`config.mk`:
```
export PLATFORM = sky130hd
export DESIGN_NAME = header_keyed_byte_decryptor_unit
export DESIGN_NICKNAME = d
export VERILOG_FILES = /design/src/hdl/hkbd_pkg.sv /design/src/hdl/header_keyed_byte_decryptor_unit.sv /design/src/hdl/hkbd_core.sv
export SDC_FILE = /design/constraint.sdc
export NUM_CORES = 1
export LEC_CHECK = 0
export BUFFER_PORTS_ARGS = -buffer_cell sky130_fd_sc_hd__buf_2
export CAP_MARGIN = 0
export CORE_UTILIZATION = 35
export CTS_CLUSTER_SIZE = 16
export DETAILED_ROUTE_END_ITERATION = 10
export HOLD_SLACK_MARGIN = 0.1
export PLACE_DENSITY = 0.54
export SYNTH_ARGS = -nofsm -noshare
export SYNTH_HDL_FRONTEND = slang
export SYNTH_SLANG_ARGS = --single-unit
export TNS_END_PERCENT = 30
```
`constraint.sdc`:
```
create_clock -name i_clk -period 3.2 [get_ports i_clk]
set_clock_uncertainty 0.1 [all_clocks]
set_input_delay 0.16 -clock i_clk [delete_from_list [all_inputs] [get_ports i_clk]]
set_output_delay 0.16 -clock i_clk [all_outputs]
set_load 0.1 [all_outputs]
```
`src/hdl/hkbd_pkg.sv`:
```
// Package: shared constants and types for the header-keyed byte decryptor.
`timescale 1ns / 1ps

package hkbd_pkg;

    localparam int unsigned HEADER_LAST = 15;
    localparam int unsigned LEN_FIRST   = 12;

    localparam logic [3:0] HDR_LAST_IDX = 4'(HEADER_LAST);
    localparam logic [3:0] LEN_LAST_IDX = 4'(HEADER_LAST - 1);

    localparam logic [1:0] PH_HEADER  = 2'd0;
    localparam logic [1:0] PH_COPY    = 2'd1;
    localparam logic [1:0] PH_DECRYPT = 2'd2;
    localparam logic [1:0] PH_ERROR   = 2'd3;

    localparam logic [31:0] MAGIC_HEAD = 32'h69_66_6D_74;
    localparam logic [31:0] MAGIC_TAIL = 32'hFE_FE_FE_FE;

    typedef struct packed {
        logic       valid;
        logic [7:0] data;
        logic       err;
    } t_result;

    // Expected magic byte at a header position; only checked at 0..3 and 8..11
    function automatic logic [7:0] magic_byte(input logic [3:0] idx);
        logic [7:0] b;
        b = 8'h00;
        case (idx)
            4'd0:    b = MAGIC_HEAD[31:24];
            4'd1:    b = MAGIC_HEAD[23:16];
            4'd2:    b = MAGIC_HEAD[15:8];
            4'd3:    b = MAGIC_HEAD[7:0];
            4'd8:    b = MAGIC_TAIL[31:24];
            4'd9:    b = MAGIC_TAIL[23:16];
            4'd10:   b = MAGIC_TAIL[15:8];
            4'd11:   b = MAGIC_TAIL[7:0];
            default: b = 8'h00;
        endcase
        return b;
    endfunction

endpackage

```
`src/hdl/header_keyed_byte_decryptor_unit.sv`:
```
// Top level: header-keyed byte decryptor with registered result and skid stage.
//
// Usage:
//   Input channel (i_in_valid / o_in_stall / i_in_byte) carries one file byte
//   per transfer. Output channel (o_out_valid / i_out_stall / o_out_byte,
//   o_is_error) carries zero or one result per input byte.
//   The first 16 bytes are the header and give no result, except that a bad
//   magic makes the 16th byte give an error result; from then on every byte
//   gives an error result with data zero.
//   After a good header, the plaintext-length bytes pass unchanged, then each
//   byte comes out as key minus byte.
//   A result is registered in the output stage, or in the skid register while the output is held.
//   Throughput: one byte per cycle while o_in_stall is low.
//   When the receiver stalls, one extra result is held in a skid register and
//   o_in_stall rises only once that register is occupied.
//   Reset (i_rst_n low, synchronous) empties the output stage and returns the
//   parser to the start of a header; each new file needs a reset.
`timescale 1ns / 1ps

module header_keyed_byte_decryptor_unit (
    input  logic       i_clk,
    input  logic       i_rst_n,
    input  logic       i_in_valid,
    output logic       o_in_stall,
    input  logic [7:0] i_in_byte,
    output logic       o_out_valid,
    input  logic       i_out_stall,
    output logic [7:0] o_out_byte,
    output logic       o_is_error
);
    import hkbd_pkg::*;

    t_result    new_res;
    logic       in_fire;
    logic       out_take;
    logic       r_out_valid;
    logic [7:0] r_out_data;
    logic       r_out_err;
    logic       r_skid_valid;
    logic [7:0] r_skid_data;
    logic       r_skid_err;

    assign o_in_stall = r_skid_valid;
    assign in_fire    = i_in_valid && !r_skid_valid;
    assign out_take   = r_out_valid && !i_out_stall;

    hkbd_core u_core (
        .i_clk   (i_clk),
        .i_rst_n (i_rst_n),
        .i_fire  (in_fire),
        .i_byte  (i_in_byte),
        .o_res   (new_res)
    );

    always_ff @(posedge i_clk) begin
        if (!i_rst_n) begin
            r_out_valid  <= 1'b0;
            r_skid_valid <= 1'b0;
        end else if (r_skid_valid) begin
            if (out_take) begin
                r_out_valid  <= 1'b1;
                r_out_data   <= r_skid_data;
                r_out_err    <= r_skid_err;
                r_skid_valid <= 1'b0;
            end
        end else if (!r_out_valid || out_take) begin
            r_out_valid <= in_fire && new_res.valid;
            r_out_data  <= new_res.data;
            r_out_err   <= new_res.err;
        end else if (in_fire && new_res.valid) begin
            // output still held: park the new result
            r_skid_valid <= 1'b1;
            r_skid_data  <= new_res.data;
            r_skid_err   <= new_res.err;
        end
    end

    assign o_out_valid = r_out_valid;
    assign o_out_byte  = r_out_data;
    assign o_is_error  = r_out_err;

endmodule

```
`src/hdl/hkbd_core.sv`:
```
// Header parser and byte transform: stream state plus the result of the current byte.
`timescale 1ns / 1ps

module hkbd_core (
    input  logic                 i_clk,
    input  logic                 i_rst_n,
    input  logic                 i_fire,
    input  logic [7:0]           i_byte,
    output hkbd_pkg::t_result    o_res
);
    import hkbd_pkg::*;

    logic [1:0]  r_phase,    n_phase;
    logic [3:0]  r_hdr_idx,  n_hdr_idx;
    logic        r_mismatch, n_mismatch;
    logic [23:0] r_copy_rem, n_copy_rem;
    logic [7:0]  r_key,      n_key;
    logic        is_magic_pos;
    logic [23:0] copy_dec;

    assign is_magic_pos = (r_hdr_idx < 4'd4) || (r_hdr_idx >= 4'd8 && r_hdr_idx < 4'd12);
    assign copy_dec     = r_copy_rem - 24'd1;

    always_comb begin
        n_phase    = r_phase;
        n_hdr_idx  = r_hdr_idx;
        n_mismatch = r_mismatch;
        n_copy_rem = r_copy_rem;
        n_key      = r_key;
        o_res      = '{valid: 1'b0, data: 8'h00, err: 1'b0};
        unique case (r_phase)
            PH_HEADER: begin
                if (is_magic_pos && i_byte != magic_byte(r_hdr_idx)) begin
                    n_mismatch = 1'b1;
                end
                // length bytes are little-endian at positions 12..14
                unique case (r_hdr_idx)
                    4'd12:   n_copy_rem = r_copy_rem | {16'h0000, i_byte};
                    4'd13:   n_copy_rem = r_copy_rem | {8'h00, i_byte, 8'h00};
                    LEN_LAST_IDX: n_copy_rem = r_copy_rem | {i_byte, 16'h0000};
                    default: n_copy_rem = r_copy_rem;
                endcase
                if (r_hdr_idx == HDR_LAST_IDX) begin
                    n_hdr_idx = 4'd0;
                    if (r_mismatch) begin
                        n_phase = PH_ERROR;
                        o_res   = '{valid: 1'b1, data: 8'h00, err: 1'b1};
                    end else begin
                        n_key   = i_byte - 8'd1;
                        n_phase = (r_copy_rem == 24'd0) ? PH_DECRYPT : PH_COPY;
                    end
                end else begin
                    n_hdr_idx = r_hdr_idx + 4'd1;
                end
            end
            PH_COPY: begin
                o_res      = '{valid: 1'b1, data: i_byte, err: 1'b0};
                n_copy_rem = copy_dec;
                if (copy_dec == 24'd0) begin
                    n_phase = PH_DECRYPT;
                end
            end
            PH_DECRYPT: begin
                o_res = '{valid: 1'b1, data: r_key - i_byte, err: 1'b0};
            end
            PH_ERROR: begin
                o_res = '{valid: 1'b1, data: 8'h00, err: 1'b1};
            end
            default: begin
                o_res = '{valid: 1'b1, data: 8'h00, err: 1'b1};
            end
        endcase
    end

    always_ff @(posedge i_clk) begin
        if (!i_rst_n) begin
            r_phase    <= PH_HEADER;
            r_hdr_idx  <= 4'd0;
            r_mismatch <= 1'b0;
            r_copy_rem <= 24'd0;
            r_key      <= 8'h00;
        end else if (i_fire) begin
            r_phase    <= n_phase;
            r_hdr_idx  <= n_hdr_idx;
            r_mismatch <= n_mismatch;
            r_copy_rem <= n_copy_rem;
            r_key      <= n_key;
        end
    end

endmodule
```
Word level (Yosys, flattened, before mapping)
Memories as Yosys holds them, arrays and structs flattened. A register that Yosys moved wholly into a read port is not among the register bits.
Cells that the tools add are included.

cells by class
  $lt $le $gt $ge = 3
  equal/unequal tests = 12
  bitwise operators = 6
  reduce and logical (&&, ||, !) cells = 23
  mux-type cells = 27
  add/subtract/negate cells = 4

operators with widths
  operator                                                               count
  24-bit one-hot mux with 3 select lines                                 1
  24-bit zero test                                                       2
  24-bit one-hot mux with 2 select lines                                 1
  10-bit one-hot mux with 4 select lines                                 1
  8-bit 2-to-1 mux                                                       4
  24-bit by 16-bit bitwise OR with 24-bit output                         1
  24-bit bitwise OR                                                      1
  24-bit by 8-bit bitwise OR with 24-bit output                          1
  24-bit by 1-bit subtractor with 24-bit output (second input constant)  1
  10-bit 2-to-1 mux                                                      2
  4-bit equality test (second input constant)                            4
  4-bit 2-to-1 mux                                                       3
  4-bit AND reduction                                                    3
  1-bit 2-to-1 mux                                                       10
  3-bit AND reduction                                                    3
  2-bit 2-to-1 mux                                                       4
  8-bit != test                                                          1
  8-bit by 1-bit subtractor with 8-bit output (second input constant)    1
  8-bit subtractor                                                       1
  1-bit logical AND                                                      5
  4-bit by 1-bit adder with 4-bit output (second input constant)         1
  2-bit equality test (second input constant)                            2
  4-bit >= comparator (second input constant)                            1
  4-bit by 3-bit < comparator with 1-bit output (second input constant)  1
  other kinds (12)                                                       20

word-level totals
  memory bits (read-only) = 128
  bits of input ports = 12
  output and inout bits = 11
  logic and storage cells = 87
  flip-flop bits (word level) = 59
  memories = 1

memories
  memory            depth  bits a word  read ports  clocked after memory_dff  write ports  line            text
  (name not given)  16     8            1           1                         0            hkbd_pkg.sv:30  case (idx)

Longest topological paths before layout
Gate-level depths: netlist of the first run.

  depth in word-level cells = 7
  gate-level depth with buffers = 10
  mapped depth without buffers = 9

Hierarchy
From an unflattened synthesis of the first run, not the netlist that was laid out.

second synthesis, totals
  cells, all modules = 484
  area total of the unflattened synthesis = 4,132.7 um^2

by module, submodules not included
  module                            instances  cells each  seq. area each (um^2)  area each (um^2)
  hkbd_core                         1          443         920.9                  3,330.7
  header_keyed_byte_decryptor_unit  1          41          580.6                  802.0

Worst setup path before layout of the first run
No wires, ideal clock.

  path kind = register to register
  start = register u_core.r_copy_rem[14]
  end = register u_core.r_phase[0]
  cell stages (with the launch flop) = 8
  buffers on the path = 1
  clock period less this slack = 2,485 ps
  data required time = 2,981 ps
  library setup time = 119 ps
  setup slack = 715 ps
  arrival = 2,267 ps
  cells stage by stage = dfxtp_1 -> or4_4 -> or3_1 -> buf_6 -> nor4_1 -> xor2_1 -> or3_1 -> o221a_1

on the way
  word-level cells in the longest chain between the ends = 5
  elaborated cells on any way between the ends = 9
  those cells by class = add/sub: 1; eq/ne: 1; mux: 4; reduce/logical: 3

ends and longest elaborated chain
  what                                                                                                   line             text
  from (decl)                                                                                            hkbd_core.sv:16  logic [23:0] r_copy_rem, n_copy_rem;
  from (signal assigned)                                                                                 hkbd_core.sv:86  r_copy_rem <= n_copy_rem;
  parallel branches: the longest is 5 deep, another holds 24-bit by 1-bit subtractor with 24-bit output  --
  to (signal assigned)                                                                                   hkbd_core.sv:83  r_phase <= n_phase;
  to (decl)                                                                                              hkbd_core.sv:13  logic [1:0] r_phase, n_phase;

Parallel ways; which one is timed is not known. The select of a mux whose other input is x is not followed.
A chain may end at the register's enable or synchronous reset.

Final worst setup path of the first run
  start = register u_core.r_copy_rem[0]
  end = register u_core.r_phase[0]

Same word-level chain as after synthesis.

==> results.json, run 1 <==
{
  "nFillCells": 1141,
  "cp_slowest_stage_delay_ps": 410,
  "rsz0062_at_grt": "false",
  "path_depth": 8,
  "fp-row-count": 39,
  "seqCellArea_mm2": 0.00150,
  "worst_skew_pair.late_latency_ps": 340,
  "synth_edf_count": 18,
  "layout-drive-gt1-share_pct": 13.9,
  "initialDrtViolationCount": 259,
  "rr_worst_depth": 8,
  "hold_viol": 0,
  "globalplace.congestion": 0.874,
  "die_h_um": 112,
  "first_pass_iters": 8,
  "synth_area_leaders": "dfxtp_1 23%, edfxtp_1 13%, xnor2_1 6.2%",
  "cts_tree": "yes",
  "synthesis.area_mm2": 0.00422,
  "path_max_fanout": 11,
  "synth_ff_type": "dfxtp_1",
  "initial_core_util_pct": 36.5,
  "core_area_mm2": 0.0116,
  "maxCapViolCount": 0,
  "max_freq_ghz": 0.345,
  "first_global_vias": 3343,
  "holdWs_ps": 158,
  "synth.avg_cell_area_um2": 8.51,
  "end_kind": "flop",
  "seq_area_frac_synth_pct": 35.6,
  "dp_hpwl_um": 7710,
  "antenna_found_initial": 0,
  "report.final.slew_viol_count": 0,
  "grt_start_max_net_pins": 33,
  "final_common_cell": "dfxtp_1",
  "wirelength_um": 11000,
  "fin_crit_sh_pct": 90.5,
  "dieArea_mm2": 0.0125,
  "cp_num_buf_inv": 1,
  "nets": 526,
  "cpLargestDelayFamily": "simple AND/OR/NAND/NOR gates",
  "synth_top_area_share_pct": 22.8,
  "drc": 3,
  "start_kind": "flop",
  "power_density_mw_per_mm2": 450,
  "cts_buffer_depth": 2,
  "critPathArrivalTime_ps": 3030,
  "ant_nets": 0,
  "clock-sinks": 66,
  "ys_warn_count": 0,
  "wl_met3_um": 729,
  "leakagePower_nw": 2.06,
  "ir_drop_mv": 0.230,
  "routedWlPerCell_um": 17.1,
  "syn_nets": 523,
  "root_buffer": "clkbuf_16",
  "clk_pin_slew_ps": 60,
  "post-place-ws_ps": 317,
  "syn2layout_area_growth_pct": 11.5,
  "async_flop_share_pct": 0,
  "worstReg2RegEnd": "u_core.r_phase[0]",
  "required_ps": 3330,
  "port-buffer-count": 22,
  "h-tree-depth": 3,
  "fin_ws_ps": 304,
  "timing.rr.start": "u_core.r_copy_rem[0]",
  "final_cell_mix": "48 x dfxtp_1, 40 x nor2_1, 38 x nand2_1",
  "cts_setup_buffers": 0,
  "tightestPinTransition_ps": 795,
  "numCtsBuffers": 9,
  "slowest_stage": "a222oi_1",
  "worstPathCellList": "inv_1 -> ha_1 -> nor4b_2 -> nand4_1 -> a222oi_1 -> nand4b_1 -> or3_1 -> o221a_1",
  "multi_input_area_mm2": 0.00243,
  "tns_ps": 0,
  "synth_cells": 496,
  "criticalPathCategory": "flop to flop",
  "vias": 3668,
  "ys_ff_latch": 66,
  "fin_crit_ps": 2900,
  "overflow": 0,
  "synth_cell_types": 66,
  "status": "finished, violations left",
  "slew_headroom_pct": 46.9,
  "grt_pass1_wl_um": 18100,
  "routed_via_density": 5.67,
  "setup_viol": 0,
  "dr_wl_met2_um": 4760,
  "grt_usage_pct": 18.8,
  "worstHoldPathType": "primary input to flop",
  "synth_largest_area_cell": "dfxtp_1",
  "diodes": 0,
  "die_x_um": 112,
  "crit_end": "u_core.r_phase[0]",
  "ios": 23,
  "ff2ff_setup_slack_ps": 300,
  "violations": "design-rule violations",
  "crit_start": "u_core.r_copy_rem[0]",
  "drt-met1-wl_um": 5300,
  "top_layer": "met4"
}
## how the worst min path moves through the flow
| stage | endpoint | startpoint | slack [ps] | cells past startpoint |
|---|---|---|---|---|
| after floorplan | o_out_valid | i_out_stall | 270 | 2 |
| after global routing | u_core.r_key[0] | i_in_byte[0] | 160 | 3 |
| after CTS | u_core.r_key[0] | i_in_byte[0] | 160 | 3 |
| after detailed placement | o_out_valid | i_out_stall | 400 | 3 |
| final | u_core.r_key[0] | i_in_byte[0] | 160 | 3 |
| after global placement | u_core.r_key[0] | u_core.r_key[0] | 380 | 1 |
## cells in the mapped netlist (all sizes together), types with 2 or more instances
library cell / n
a21boi: 3
a21oi: 25
a31oi: 3
and2: 4
and3: 2
buf: 2
clkbuf: 37
dfxtp: 48
edfxtp: 18
ha: 14
inv: 24
mux2: 8
nand2: 38
nand2b: 9
nand3: 13
nand4: 6
nand4b: 3
nor2: 40
nor2b: 9
nor3: 18
nor3b: 2
nor4: 10
nor4b: 3
o211a: 17
o21a: 7
o21ai: 35
o221a: 4
o22ai: 16
o311a: 2
o31ai: 3
o32ai: 3
o41ai: 2
or2: 3
or3: 12
xnor2: 30
xor2: 3
## metal layers
metal  vias to the layer above  track usage, %
li1                       1804               -
met1                      1739            25.6
met2                       106            27.8
met3                        19            5.50
met4                         0            7.48
met5                         -               0
## area by class of cell
cell class	count	area share, %
repair buffers	31	3.83
flip-flops and latches	66	31.9
well taps	143	3.80
clock inverters	7	2.15
multi-input cells	367	51.6
clock buffers	9	4.78
inverters	24	1.91
## cell families after synthesis
group | Yosys count | share of synthesized area (%)
simple gates | 176 | 22.1
compound gates | 134 | 21.7
flops | 66 | 35.6
buf+inv | 63 | 6.84
xor+xnor | 33 | 6.84
fa+ha+maj | 15 | 4.62
mux | 9 | 2.37
## through the flow
step / power, W / util, % / std cells / cell area (µm²)
2_1_floorplan: 0.00101 / - / 496 / 4220
5_1_grt: 0.00219 / 40.7 / 647 / 4710
6_report: 0.00212 / 40.7 / 647 / 4710
3_5_place_dp: 0.00104 / 37.8 / 630 / 4370
3_3_place_gp: 0.00104 / 37.8 / 630 / 4370
4_1_cts: 0.00214 / 40.7 / 647 / 4710
## what timing repair did
item	4_1_cts	5_1_grt
gates resized for setup	0	0
hold endpoints to repair	2	0
hold buffers	1	0
endpoints found under the setup margin	0	0
## worst register-to-register path, delay by kind of cell, from the launching register on
kind            cells  cell delay (ps)
buf+inv             1               90
fa+ha+maj           1              350
compound gates      2              650
simple gates        4             1220
flops               1              390
## report_power, final
group	leakage [nW]	switching [W]	internal [W]	total, W
sequential	0.559	0.00000826	0.000867	0.000875
clock	0.152	0.000404	0.000687	0.00109
combinational	1.35	0.000104	0.0000478	0.000152
(Power assumes the default switching activity.)
==> inputs of run 2 (changes only) <==
--- a/config.mk
+++ b/config.mk
@@ -5,13 +5,12 @@
 export SDC_FILE = /design/constraint.sdc
 export NUM_CORES = 1
 export LEC_CHECK = 0
-export BUFFER_PORTS_ARGS = -buffer_cell sky130_fd_sc_hd__buf_2
+export BUFFER_PORTS_ARGS = -buffer_cell sky130_fd_sc_hd__buf_4
 export CAP_MARGIN = 0
 export CORE_UTILIZATION = 35
-export CTS_CLUSTER_SIZE = 16
 export DETAILED_ROUTE_END_ITERATION = 10
 export HOLD_SLACK_MARGIN = 0.1
-export PLACE_DENSITY = 0.54
+export PLACE_DENSITY = 0.55
 export SYNTH_ARGS = -nofsm -noshare
 export SYNTH_HDL_FRONTEND = slang
 export SYNTH_SLANG_ARGS = --single-unit
==> constraint.sdc (replaced) <==
create_clock -name i_clk -period 2.4 [get_ports i_clk]
set_clock_uncertainty 0.1 [all_clocks]
set_input_delay 0.12 -clock i_clk [delete_from_list [all_inputs] [get_ports i_clk]]
set_output_delay 0.12 -clock i_clk [all_outputs]
set_load 0.1 [all_outputs]
==> run 2 against run 1 <==
  * The run still ends with design-rule violations left
  * Global-route usage increased by 0.55 points
  * Non-clock buffer count rose by 41
  * Wire length grew 3.7%
==> results.json, run 2 (same netlist as run 1, synthesis figures left out) <==
{
  "status": "finished, violations left",
  "violations": "design-rule violations",
  "hold_viol": 0,
  "multi_input_area_mm2": 0.00249,
  "clock-sinks": 66,
  "dp_hpwl_um": 8290,
  "leakagePower_nw": 2.33,
  "timing.rr.start": "u_core.r_copy_rem[14]",
  "ir_drop_mv": 0.334,
  "crit_end": "u_core.r_phase[0]",
  "rsz0062_at_grt": "true",
  "maxCapViolCount": 0,
  "nFillCells": 1145,
  "grt_start_max_net_pins": 37,
  "die_h_um": 112,
  "routed_via_density": 5.58,
  "wirelength_um": 11500,
  "placed_area_mm2": 0.00473,
  "final_common_cell": "buf_4",
  "routedWlPerCell_um": 16.7,
  "ant_nets": 0,
  "seqCellArea_mm2": 0.00150,
  "path_max_fanout": 4,
  "numCtsBuffers": 9,
  "criticalPathCategory": "flop to flop",
  "initialDrtViolationCount": 200,
  "critPathArrivalTime_ps": 2520,
  "fp-row-count": 39,
  "start_kind": "flop",
  "power_density_mw_per_mm2": 571,
  "antenna_found_initial": 0,
  "overflow": 0,
  "tightestPinTransition_ps": 647,
  "worstHoldPathType": "primary input to flop",
  "nets": 567,
  "end_kind": "flop",
  "vias": 3838,
  "max_freq_ghz": 0.419,
  "globalplace.congestion": 0.893,
  "design_area_mm2": 0.00518,
  "required_ps": 2530,
  "root_buffer": "clkbuf_16",
  "layout-drive-gt1-share_pct": 21.7,
  "grt_pass1_wl_um": 18700,
  "h-tree-depth": 3,
  "fin_crit_ps": 2390,
  "die_x_um": 112,
  "core_area_mm2": 0.0116,
  "port-buffer-count": 22,
  "drc": 3,
  "fin_crit_sh_pct": 99.5,
  "cts_buffer_depth": 2,
  "first_pass_iters": 8,
  "total_power_w": 0.00296,
  "slew_headroom_pct": 56.9,
  "rr_worst_depth": 6,
  "final_cell_mix": "67 x buf_4, 48 x dfxtp_1, 40 x nor2_1",
  "report.final.slew_viol_count": 0,
  "diodes": 0,
  "initial_core_util_pct": 36.5,
  "ff2ff_setup_slack_ps": 10,
  "grt_usage_pct": 19.3,
  "dieArea_mm2": 0.0125,
  "setup_viol": 0,
  "tns_ps": 0,
  "ios": 23,
  "first_global_vias": 3724,
  "worst_skew_pair.late_latency_ps": 340,
  "worstReg2RegEnd": "u_core.r_phase[0]",
  "syn2layout_area_growth_pct": 22.6,
  "clk_pin_slew_ps": 60,
  "crit_start": "u_core.r_copy_rem[14]",
  "cts_tree": "yes"
}
==> run 2: cell types whose count changed in the layout (fill, tap and decap cells not counted), moves of 2 or more <==
cell / delta
buf_2: -22
buf_4: +59
clkinvlp_4: -2
dlygate4sd3_1: +3
nor4_1: -2
nor4_2: +2
o32ai_1: -2
o32ai_2: +2
==> run 2: routing by layer <==
| metal | wire [µm] | global-route usage, % |
|---|---|---|
| met3 | 605 | 4.35 |
| met1 | 5270 | 24.0 |
| met4 | 252 | 8.29 |
| met2 | 5340 | 32.1 |
| met5 | 0 | 0 |
==> run 2: worst max-delay path: stages (launching register included) <==
cell	delay, ps
dfxtp_1	310
or4_4	530
or3_4	380
nor4_4	290
a21oi_1	130
or3_1	320
o221a_1	220
==> run 2: worst min path at each step <==
stage	start	cells past startpoint	to	slack (ps)
after floorplan	i_out_stall	2	o_out_valid	230
after global placement	i_rst_n	3	o_in_stall	320
after detailed placement	i_rst_n	3	o_in_stall	320
after CTS	i_in_byte[5]	4	u_core.r_copy_rem[21]	140
after global routing	i_in_byte[6]	4	u_core.r_key[6]	170
final	i_in_byte[5]	4	u_core.r_copy_rem[21]	140
==> run 2: what timing repair did <==
item                                    CTS  global route
gates resized for setup                   1             9
hold buffers                              4             0
pin swaps                                 0             3
hold endpoints to repair                 10             0
endpoints found under the setup margin    1             5
cloned                                    0             0
setup buffers                             0             0
==> run 2: report_power, final <==
part           switching, W  internal (W)  total [W]
Combinational      0.000140     0.0000822   0.000222
Sequential        0.0000122       0.00116    0.00117
Clock              0.000543       0.00103    0.00157
==> run 2: area by class of cell <==
class	count	area share, %
clock buffers	9	4.35
clock inverters	7	2.42
inverters	24	1.74
multi-input cells	367	48.2
flip-flops and latches	66	29.0
well taps	143	3.46
repair buffers	72	10.9
==> run 2: through the flow <==
stage / cells / util [%] / hold slack [ps] / worst slack, ps
2_1_floorplan: 496 / - / 226 / -19.6
3_3_place_gp: 668 / 40.9 / 321 / 14.9
3_5_place_dp: 668 / 40.9 / 321 / -27.8
4_1_cts: 688 / 44.3 / 135 / 21.2
5_1_grt: 688 / 44.8 / 167 / -61.6
6_report: 688 / 44.8 / 143 / 12.7
==> inputs of run 3 (changes only) <==
--- a/config.mk
+++ b/config.mk
@@ -10,7 +10,7 @@
 export CORE_UTILIZATION = 35
 export DETAILED_ROUTE_END_ITERATION = 10
 export HOLD_SLACK_MARGIN = 0.1
-export PLACE_DENSITY = 0.55
+export PLACE_DENSITY = 0.54
 export SYNTH_ARGS = -nofsm -noshare
 export SYNTH_HDL_FRONTEND = slang
 export SYNTH_SLANG_ARGS = --single-unit
==> constraint.sdc (replaced) <==
create_clock -name i_clk -period 2.9 [get_ports i_clk]
set_clock_uncertainty 0.1 [all_clocks]
set_input_delay 0.145 -clock i_clk [delete_from_list [all_inputs] [get_ports i_clk]]
set_output_delay 0.145 -clock i_clk [all_outputs]
set_load 0.1 [all_outputs]
==> run 3 against run 2 <==
  * The flow still finishes with violations (design-rule violations)
  * Setup slack better by 280 ps
  * Sequential share of layout area is 2.2 points higher
  * Clock-buffer cell count is 1 higher
  * Global-route usage is 0.74 points lower
  * Utilization is 3.2 points lower
  * Die area stayed put
  * Clock power is 29% lower
  * Critical path depth stayed put
  * Maximum frequency is 8.3% lower
  * Final area is 7.1% lower
  * Register-to-register slack better by 280 ps
==> results.json, run 3 (same netlist as run 1, synthesis figures left out) <==
{
  "status": "finished, violations left",
  "violations": "design-rule violations",
  "root_buffer": "clkbuf_16",
  "slew_headroom_pct": 52.8,
  "power_density_mw_per_mm2": 469,
  "vias": 3730,
  "wirelength_um": 11100,
  "cts.repair.resized": 0,
  "worst_skew_pair.late_latency_ps": 340,
  "start_kind": "flop",
  "path_common_cell": "or3_1",
  "layout-drive-gt1-share_pct": 14.8,
  "cts_buffer_depth": 2,
  "first_pass_iters": 7,
  "initial_core_util_pct": 36.5,
  "ir_drop_mv": 0.248,
  "overflow": 0,
  "worstReg2RegEnd": "u_core.r_phase[0]",
  "die_x_um": 112,
  "max_freq_ghz": 0.384,
  "first_global_vias": 3441,
  "p_sw_w": 0.000548,
  "clkPwrFrac_pct": 49.3,
  "ios": 23,
  "core_area_mm2": 0.0116,
  "leakagePower_nw": 2.10,
  "p_sw_share_pct": 24.3,
  "final_cell_mix": "48 x dfxtp_1, 40 x nor2_1, 38 x nand2_1",
  "path_max_fanout": 7,
  "maxCapViolCount": 0,
  "antenna_found_initial": 0,
  "setup_viol": 0,
  "grt-busiest-layer": "met2",
  "globalplace.congestion": 0.846,
  "ff2ff_setup_slack_ps": 300,
  "die_h_um": 112,
  "grt_pass1_wl_um": 17900,
  "crit_start": "u_core.r_copy_rem[14]",
  "required_ps": 3030,
  "grt_use_met1_pct": 24.6,
  "post-place-ws_ps": 298,
  "tns_ps": 0,
  "crit_end": "u_core.r_phase[0]",
  "fin_crit_ps": 2600,
  "p_int_w": 0.00171,
  "criticalPathCategory": "flop to flop",
  "slowest_stage": "or4_4",
  "p_comb_share_pct": 7.8,
  "final_common_cell": "dfxtp_1",
  "port-buffer-count": 22,
  "nets": 534,
  "clk_pin_slew_ps": 60,
  "report.final.slew_viol_count": 0,
  "rsz0062_at_grt": "false",
  "end_kind": "flop",
  "worstHoldPathType": "primary input to flop",
  "ant_nets": 0,
  "cp_slowest_stage_delay_ps": 570,
  "tightestPinTransition_ps": 707,
  "drc": 3,
  "h-tree-depth": 3,
  "timing.rr.start": "u_core.r_copy_rem[14]",
  "dp_hpwl_um": 7640,
  "syn2layout_area_growth_pct": 13.9,
  "fin_ws_ps": 297,
  "dieArea_mm2": 0.0125,
  "worstPathCellList": "or4_4 -> or3_1 -> nor4_1 -> xor2_1 -> or3_1 -> o221a_1",
  "diodes": 0,
  "grt_start_max_net_pins": 47,
  "fp-row-count": 39,
  "routedWlPerCell_um": 16.9,
  "met2_usage_pct": 29.4,
  "routed_via_density": 5.69,
  "final_core_util_pct": 41.6,
  "pwr-share-seq_pct": 42.9,
  "holdPathStages": 3,
  "hold_viol": 0,
  "total_power_w": 0.00225,
  "grt_use_met3_pct": 5.12,
  "numCtsBuffers": 9,
  "cts_tree": "yes",
  "critPathArrivalTime_ps": 2730,
  "fin_crit_sh_pct": 89.8,
  "rr_worst_depth": 6,
  "initialDrtViolationCount": 268,
  "grt_usage_pct": 18.6,
  "clock-sinks": 66
}
run 3: worst min path at each step:
stage	start	end
finish	i_in_byte[4]	u_core.r_copy_rem[4]
floorplan	i_out_stall	o_out_valid
detailed placement	i_out_stall	o_out_valid
CTS	i_in_byte[4]	u_core.r_copy_rem[12]
global placement	i_out_stall	o_out_valid
global route	i_in_byte[4]	u_core.r_copy_rem[12]
run 3: power groups by stage:
stage | Combinational [W] | Clock, W | Sequential (W)
6_report | 0.000176 | 0.00111 | 0.000966
5_1_grt | 0.000193 | 0.00117 | 0.000967
4_1_cts | 0.000177 | 0.00114 | 0.000966
3_5_place_dp | 0.000173 | 0 | 0.000986
3_3_place_gp | 0.000172 | 0 | 0.000986
2_1_floorplan | 0.0000934 | 0 | 0.00102
run 3: worst max-delay path, delay by kind of cell, from the launching register on:
family / cells / cell delay, ps
simple gates: 4 / 1650
xor+xnor: 1 / 160
compound gates: 1 / 220
flops: 1 / 370
run 3: final cells by class:
| cell class | count | area (µm²) |
|---|---|---|
| fill | 1127 | 6760 |
| clock inverter | 6 | 66.3 |
| sequential | 66 | 1500 |
| timing repair buffer | 39 | 300 |
| clock buffer | 10 | 239 |
| multi-input combinational | 367 | 2430 |
| inverter | 24 | 90.1 |
| tap | 143 | 179 |
run 3: routing by layer:
layer,wire length [µm],vias up
li1,-,1819
met1,5330,1818
met2,5030,81
met3,542,12
met4,174,0
met5,0,-
run 3: timing repair:
item | in CTS | in global routing
setup endpoints to repair | 0 | 0
setup buffers | 0 | 0
endpoints found under the hold margin | 4 | 0
hold buffers | 3 | 0
run 3: through the flow:
stage	cell area [µm²]	instances	hold slack (ps)
after floorplan	4220	496	251
after global placement	4470	636	358
after detailed placement	4470	636	361
after CTS	4810	655	115
after global routing	4810	655	129
final	4810	655	122
